--- config.mk ---
export PLATFORM = sky130hd
export DESIGN_NAME = fnl_div
export DESIGN_NICKNAME = d
export VERILOG_FILES = /design/src/rtl/fnl_pkg.sv /design/src/rtl/fnl_div.sv
export SDC_FILE = /design/constraint.sdc
export NUM_CORES = 2
export LEC_CHECK = 0
export BUFFER_PORTS_ARGS = -buffer_cell sky130_fd_sc_hd__buf_2
export CAP_MARGIN = 10
export CORE_UTILIZATION = 40
export CTS_CLUSTER_SIZE = 12
export DETAILED_ROUTE_END_ITERATION = 12
export PLACE_DENSITY = 0.65
export SLEW_MARGIN = 20
export SYNTH_ARGS = -nofsm -noshare
export SYNTH_HDL_FRONTEND = slang
export SYNTH_SLANG_ARGS = --single-unit
--- constraint.sdc ---
create_clock -name i_clk -period 6.55 [get_ports i_clk]
set_input_delay 0.9825 -clock i_clk [delete_from_list [all_inputs] [get_ports i_clk]]
set_output_delay 0.9825 -clock i_clk [all_outputs]
set_load 0.02 [all_outputs]
--- src/rtl/fnl_pkg.sv ---
// Fresnel reflectance unit: shared types, constants and helpers.
// No dependencies; imported by fnl_div and fresnel_reflectance_unit.
package fnl_pkg;

    localparam int          FW      = 16;        // field width
    localparam int          NW      = 36;        // signed ratio numerator/denominator
    localparam int          QW      = 15;        // quotient bits below 1.0
    localparam int          LAT_DIV = QW + 1;    // divider register stages
    localparam int          NSTG    = 6 + LAT_DIV + 2;
    localparam int          NCH     = 3;
    localparam logic [15:0] ONE_Q15 = 16'd32768;

    typedef enum logic [1:0] {
        MODE_SCHLICK_K  = 2'd0,
        MODE_SCHLICK_EK = 2'd1,
        MODE_DIEL       = 2'd2,
        MODE_COND       = 2'd3
    } t_mode;

    typedef enum logic [2:0] {
        REG_MODE    = 3'd0,
        REG_ETA_R   = 3'd1,
        REG_ETA_G   = 3'd2,
        REG_ETA_B   = 3'd3,
        REG_K_R     = 3'd4,
        REG_K_G     = 3'd5,
        REG_K_B     = 3'd6
    } t_reg_idx;

    // |dot| in Q4.28 to Q1.15, saturated at 1.0
    function automatic logic [15:0] cos_sat(input logic signed [33:0] d);
        logic [33:0] mag;
        logic [20:0] sh;
        mag = d[33] ? 34'(-d) : 34'(d);
        sh  = mag[33:13];
        return (sh > 21'(ONE_Q15)) ? ONE_Q15 : sh[15:0];
    endfunction

endpackage

--- src/rtl/fnl_div.sv ---
// Pipelined restoring divider: (num<<15)/den, one quotient bit per stage.
// Depends on fnl_pkg. Zero/negative den or num >= den give 1.0.
module fnl_div (
    input  logic                         i_clk,
    input  logic                         i_en,
    input  logic signed [fnl_pkg::NW-1:0] i_num,
    input  logic signed [fnl_pkg::NW-1:0] i_den,
    output logic [15:0]                  o_q
);
    import fnl_pkg::*;

    logic [NW-2:0] r_rem [LAT_DIV];
    logic [NW-2:0] r_den [LAT_DIV];
    logic [QW-1:0] r_q   [LAT_DIV];
    logic          r_one [LAT_DIV];

    logic [NW-2:0] w_num_c;
    assign w_num_c = i_num[NW-1] ? '0 : i_num[NW-2:0];

    always_ff @(posedge i_clk) begin
        if (i_en) begin
            r_one[0] <= (i_den <= 0) || (i_num >= i_den);
            r_rem[0] <= w_num_c;
            r_den[0] <= i_den[NW-2:0];
            r_q[0]   <= '0;
        end
    end

    for (genvar j = 1; j < LAT_DIV; j++) begin : g_step
        logic [NW-1:0] w_sh;
        logic          w_ge;
        logic [NW-1:0] w_sub;
        assign w_sh  = {r_rem[j-1], 1'b0};
        assign w_ge  = w_sh >= {1'b0, r_den[j-1]};
        assign w_sub = w_sh - {1'b0, r_den[j-1]};
        always_ff @(posedge i_clk) begin
            if (i_en) begin
                r_rem[j] <= w_ge ? w_sub[NW-2:0] : w_sh[NW-2:0];
                r_den[j] <= r_den[j-1];
                r_q[j]   <= {r_q[j-1][QW-2:0], w_ge};
                r_one[j] <= r_one[j-1];
            end
        end
    end

    assign o_q = r_one[LAT_DIV-1] ? ONE_Q15 : {1'b0, r_q[LAT_DIV-1]};

endmodule

## Word-level counts from Yosys, hierarchy flattened

Memories as Yosys holds them, arrays and structs flattened.
Index checks and enable logic that the tools add are counted.

| operators by class | value |
|---|---|
| reduce and logical (&&, ||, !) cells | 1 |
| order comparisons | 17 |
| mux-type cells | 19 |
| $add $sub $neg | 15 |

Operators by type and width:

| cell | number |
|---|---|
| 35-bit 2-to-1 mux | 16 |
| 36-bit by 35-bit >= comparator with 1-bit output | 15 |
| 35-bit subtractor | 15 |
| 36-bit >= comparator | 1 |
| 36-bit by 1-bit <= comparator with 1-bit output (second input constant) | 1 |
| 16-bit 2-to-1 mux | 1 |
| 1-bit 2-to-1 mux | 2 |
| 1-bit logical OR | 1 |

| word-level totals | value |
|---|---|
| output and inout bits | 16 |
| bits in registers | 0 |
| input port bits | 74 |
| bits in writable memories | 1376 |
| memories | 4 |
| logic and storage cells | 56 |

Memory list:

| memory | depth | width | read ports | clocked after memory_dff | write ports | RTL line | RTL |
|---|---|---|---|---|---|---|---|
| r_den | 16 | 35 | 15 | 0 | 16 | fnl_div.sv:13 | `logic [NW-2:0] r_den [LAT_DIV];` |
| r_rem | 16 | 35 | 15 | 0 | 16 | fnl_div.sv:12 | `logic [NW-2:0] r_rem [LAT_DIV];` |
| r_q | 16 | 15 | 16 | 0 | 16 | fnl_div.sv:14 | `logic [QW-1:0] r_q [LAT_DIV];` |
| r_one | 16 | 1 | 16 | 0 | 16 | fnl_div.sv:15 | `logic r_one [LAT_DIV];` |

## Longest topological paths before layout

An unclocked memory read counts as a cell.

| logic depth | value |
|---|---|
| depth after elaboration | 3 |
| depth in mapped cells | 15 |
| gate-level depth less buffers | 13 |

## Worst setup path before layout

Ideal clock, no wire load.

| timing | value |
|---|---|
| path kind | register to register |
| start | memory r_den[0][105] in the netlist's numbering |
| end | memory r_rem[0][169] in the netlist's numbering, data pin |
| setup time | 262 ps |
| data arrival time | 2865 ps |
| cell stages (with the launch flop) | 13 |
| required time | 6288 ps |
| setup slack | 3422 ps |
| path through | edfxtp_1 > fa_1 > nor2b_1 > o31ai_2 > a211oi_2 > and4bb_1 > nor3_2 > a21oi_2 > o211ai_2 > a21oi_2 > a21oi_4 > buf_6 > mux2_1 |

RTL lines:

| element | RTL line |
|---|---|
| start: declaration | fnl_div.sv:13 |
| end: declaration | fnl_div.sv:12 |

==> results.tsv <==
stage	metric	value	unit
critical_path	crit_path_cell_trace	ha_1 > o21ai_1 > a2111oi_0 > nor3_1 > a21oi_1 > a2111oi_2 > nor2_1 > a21boi_2 > o21ba_2 > buf_4 > o21ai_0	
critical_path	crit_type	reg2reg	
cts	post_cts_buffers	0	
sta	slew_viol_final	0	
cts	postCtsHoldBufs	0	
routing	dr.pass1.iters	7	
global_routing	grt_use_met3	2.48	%
power_and_ir_drop	peakVddDrop	0.000272	V
critical_path	endpoint	r_rem[0][77]	
critical_path	worstPathArrival	4.97	ns
worst_hold_path	hold_path_class	reg2reg	
critical_path	worstReg2RegEnd	r_rem[0][77]	
cts	htreeDepth	4	
critical_path	startpoint	r_rem[0][37]	
cells_and_area	area_delta_synth_final	10.6	%
global_routing	grt_usage	16.9	%
sta	rsz0062_at_grt	false	
cts	cts_buffers	141	
sta	finalSetupViolations	0	
logic_synthesis	synth-edff-count	1186	
placement	dp_hpwl	115000	µm
logic_synthesis	syn-num-nets	6995	
cells_and_area	fin_nets	7094	
logic_synthesis	synthArstFlopShare	0	%
global_routing	use_met2	32.8	%
sta	min_period	4.48	ns
status	status	finished clean	
global_routing	top_usage_layer	met2	
critical_path	cp.required	7.04	ns
cts	cts.clk_slew.worst_paths	0.06	ns
cts	cts_tree	built	
cells_and_area	n_antenna_cell	0	
logic_synthesis	yosys_warnings	0	
critical_path	max_stage_delay	0.78	ns
run	max_cap_viol_count	0	
routing	wl	150000	µm
routing	post-route-drc-count	0	
logic_synthesis	synth_flop_cell	edfxtp_1	
logic_synthesis	ys_seq_elements	1186	
cells_and_area	drive_above_1_share	7.35	%
cts	clockRootBuffer	clkbuf_16	
routing	vias	46400	
cts	insertion_delay	0.77	ns
routing	wl_per_cell	16.9	µm
cts	clk_path_buf_depth	3	
logic_synthesis	synth_area	0.0700	mm²
sta	post-route-period-util	68.4	%
sta	relSlewSlack	25.1	%
sta	tns	0	ns
routing	drtIter0Drc	2549	
critical_path	slowest_stage	o21ba_2	
critical_path	reg2reg_from	r_rem[0][37]	
logic_synthesis	synth_cells	6347	
logic_synthesis	yosys.cell_types.count	102	
sta	fmax	0.223	GHz
sta	finalHoldViolCount	0	
global_routing	grt_max_degree	173	
floorplanning	chipHeight	420	µm
placement	port_buffers	89	
critical_path	ff2ff_setup_slack	2.07	ns
sta	holdWs	0.405	ns
logic_synthesis	avgSynthCellArea	11.0	µm²
global_routing	grt.overflow.total	0	
routing	via_per_inst	5.22	
floorplanning	initial_core_util	40.3	%
power_and_ir_drop	power_leakage	31.8	nW
global_routing	grtUsageMet1	16.7	%
critical_path	startpoint_type	flop	
logic_synthesis	ys_seq_area_share	50.9	%
routing	ant_nets	0	
placement	globalplace.congestion	0.941	
sta	finClkSkew	0.0203	ns
floorplanning	die_w	420	µm
global_routing	antenna_found_initial	0	
power_and_ir_drop	power_density	477	mW/mm²
floorplanning	ioPinCount	90	
critical_path	critPathMaxFanout	46	
cts	cts.repair.resized	0	
sta	tightest_slew	1.12	ns
floorplanning	die_area	0.177	mm²
global_routing	grt_pass1_vias	47600	
floorplanning	rows	153	
global_routing	grt_pass1_wl	240000	µm
floorplanning	core_area	0.174	mm²
critical_path	crit_path_end_kind	flop	
critical_path	ff2ff_path_depth	11	
cts	clock-sinks	1186	
-- registers in the layout, summed over array words and instances (netlist names) --
register  count
r_one        16
r_rem       525
r_q         120
r_den       525
-- synthesized netlist by cell type, drive strengths merged (51+ instances only) --
cell type     n  area (µm²)
o21a         71         533
nand2       445        1670
mux2        184        2160
edfxtp     1186       35600
buf          78         547
ha          560        7010
nand4       108         676
xnor2       255        2230
nor3         70         367
nand3       107         536
a31oi        54         350
o21bai       79         593
nor2        320        1220
o21ai       397        2000
a21o        270        2030
clkbuf       84         315
xor2        168        1470
a211oi       51         408
a21oi       560        2860
nor2b       112         701
inv         693        2600
-- worst min path at each step --
stage	to	cells past startpoint	startpoint
6_report	r_q[5][22]	0	r_q[5][6]
5_1_grt	r_den[0][26]	1	i_den[26]
4_1_cts	r_den[0][5]	1	i_den[5]
3_5_place_dp	r_one[1][3]	0	r_one[1][2]
3_3_place_gp	r_q[5][22]	0	r_q[5][6]
2_1_floorplan	r_one[0][1]	0	r_one[0][0]
-- logic make-up after synthesis --
family	Yosys count	synth area share, %
mux	197	3.27
simple gates	1389	9.61
flops	1186	50.9
fa+ha+maj	574	10.4
buf+inv	855	4.95
compound gates	1723	15.6
xor+xnor	423	5.29
-- worst max-delay path: cells and delay by family, from the launching register on --
kind	cells	cell delay [ns]
simple gates	2	0.63
compound gates	7	2.40
flops	1	0.39
buf+inv	1	0.39
fa+ha+maj	1	0.38
-- per-layer routing --
| metal | vias to the layer above | part of all wire (%) |
|---|---|---|
| li1 | 23400 | - |
| met1 | 21800 | 38 |
| met2 | 826 | 53 |
| met3 | 395 | 2.8 |
| met4 | 0 | 6.1 |
| met5 | - | 0 |
-- cell usage in the layout, fill, tap and decap left out, types with 23 or more instances in the layout --
cell type  count
edfxtp_1    1186
inv_1        688
ha_1         560
a21oi_1      547
nand2_1      444
o21ai_0      324
nor2_1       317
a21o_1       268
xnor2_1      255
xor2_1       168
clkbuf_16    145
mux2_1       117
nor2b_1      112
nand4_1      108
nand3_1      107
buf_2         88
o21bai_1      79
o21a_1        71
o21ai_1       70
nor3_1        68
a31oi_1       52
a211oi_1      46
nand2b_1      45
mux2_2        43
o31ai_1       35
and3_1        34
clkbuf_1      33
and2_1        27
nor4_1        26
clkinv_1      26
mux2_4        24
or2_2         23
-- power breakdown --
group          switching (mW)  internal [mW]
logic                    9.64           7.33
clock network            3.07           4.62
registers                1.00           11.3
-- cell type report --
| cell class | count | area (µm²) |
|---|---|---|
| Inverter | 693 | 2600 |
| Tap cell | 2325 | 2910 |
| Timing Repair Buffer | 118 | 773 |
| Multi-Input combinational cell | 4306 | 31000 |
| Clock buffer | 178 | 3750 |
| Fill cell | 16100 | 96400 |
| Clock inverter | 75 | 820 |
| Sequential cell | 1186 | 35600 |
-- metrics by stage --
step                area [µm²]  total power [mW]  utilization [%]  worst slack [ns]  cells
floorplan                70000              25.4                -              3.42   6347
global placement         72900              29.0             41.9              2.12   8627
detailed placement       72900              29.3             41.9              2.08   8627
CTS                      77400              37.2             44.5              2.06   8880
global route             77400              39.6             44.6              1.74   8881
finish                   77400              37.0             44.6              2.07   8881
No activity file was read; power rests on OpenSTA's default activity.
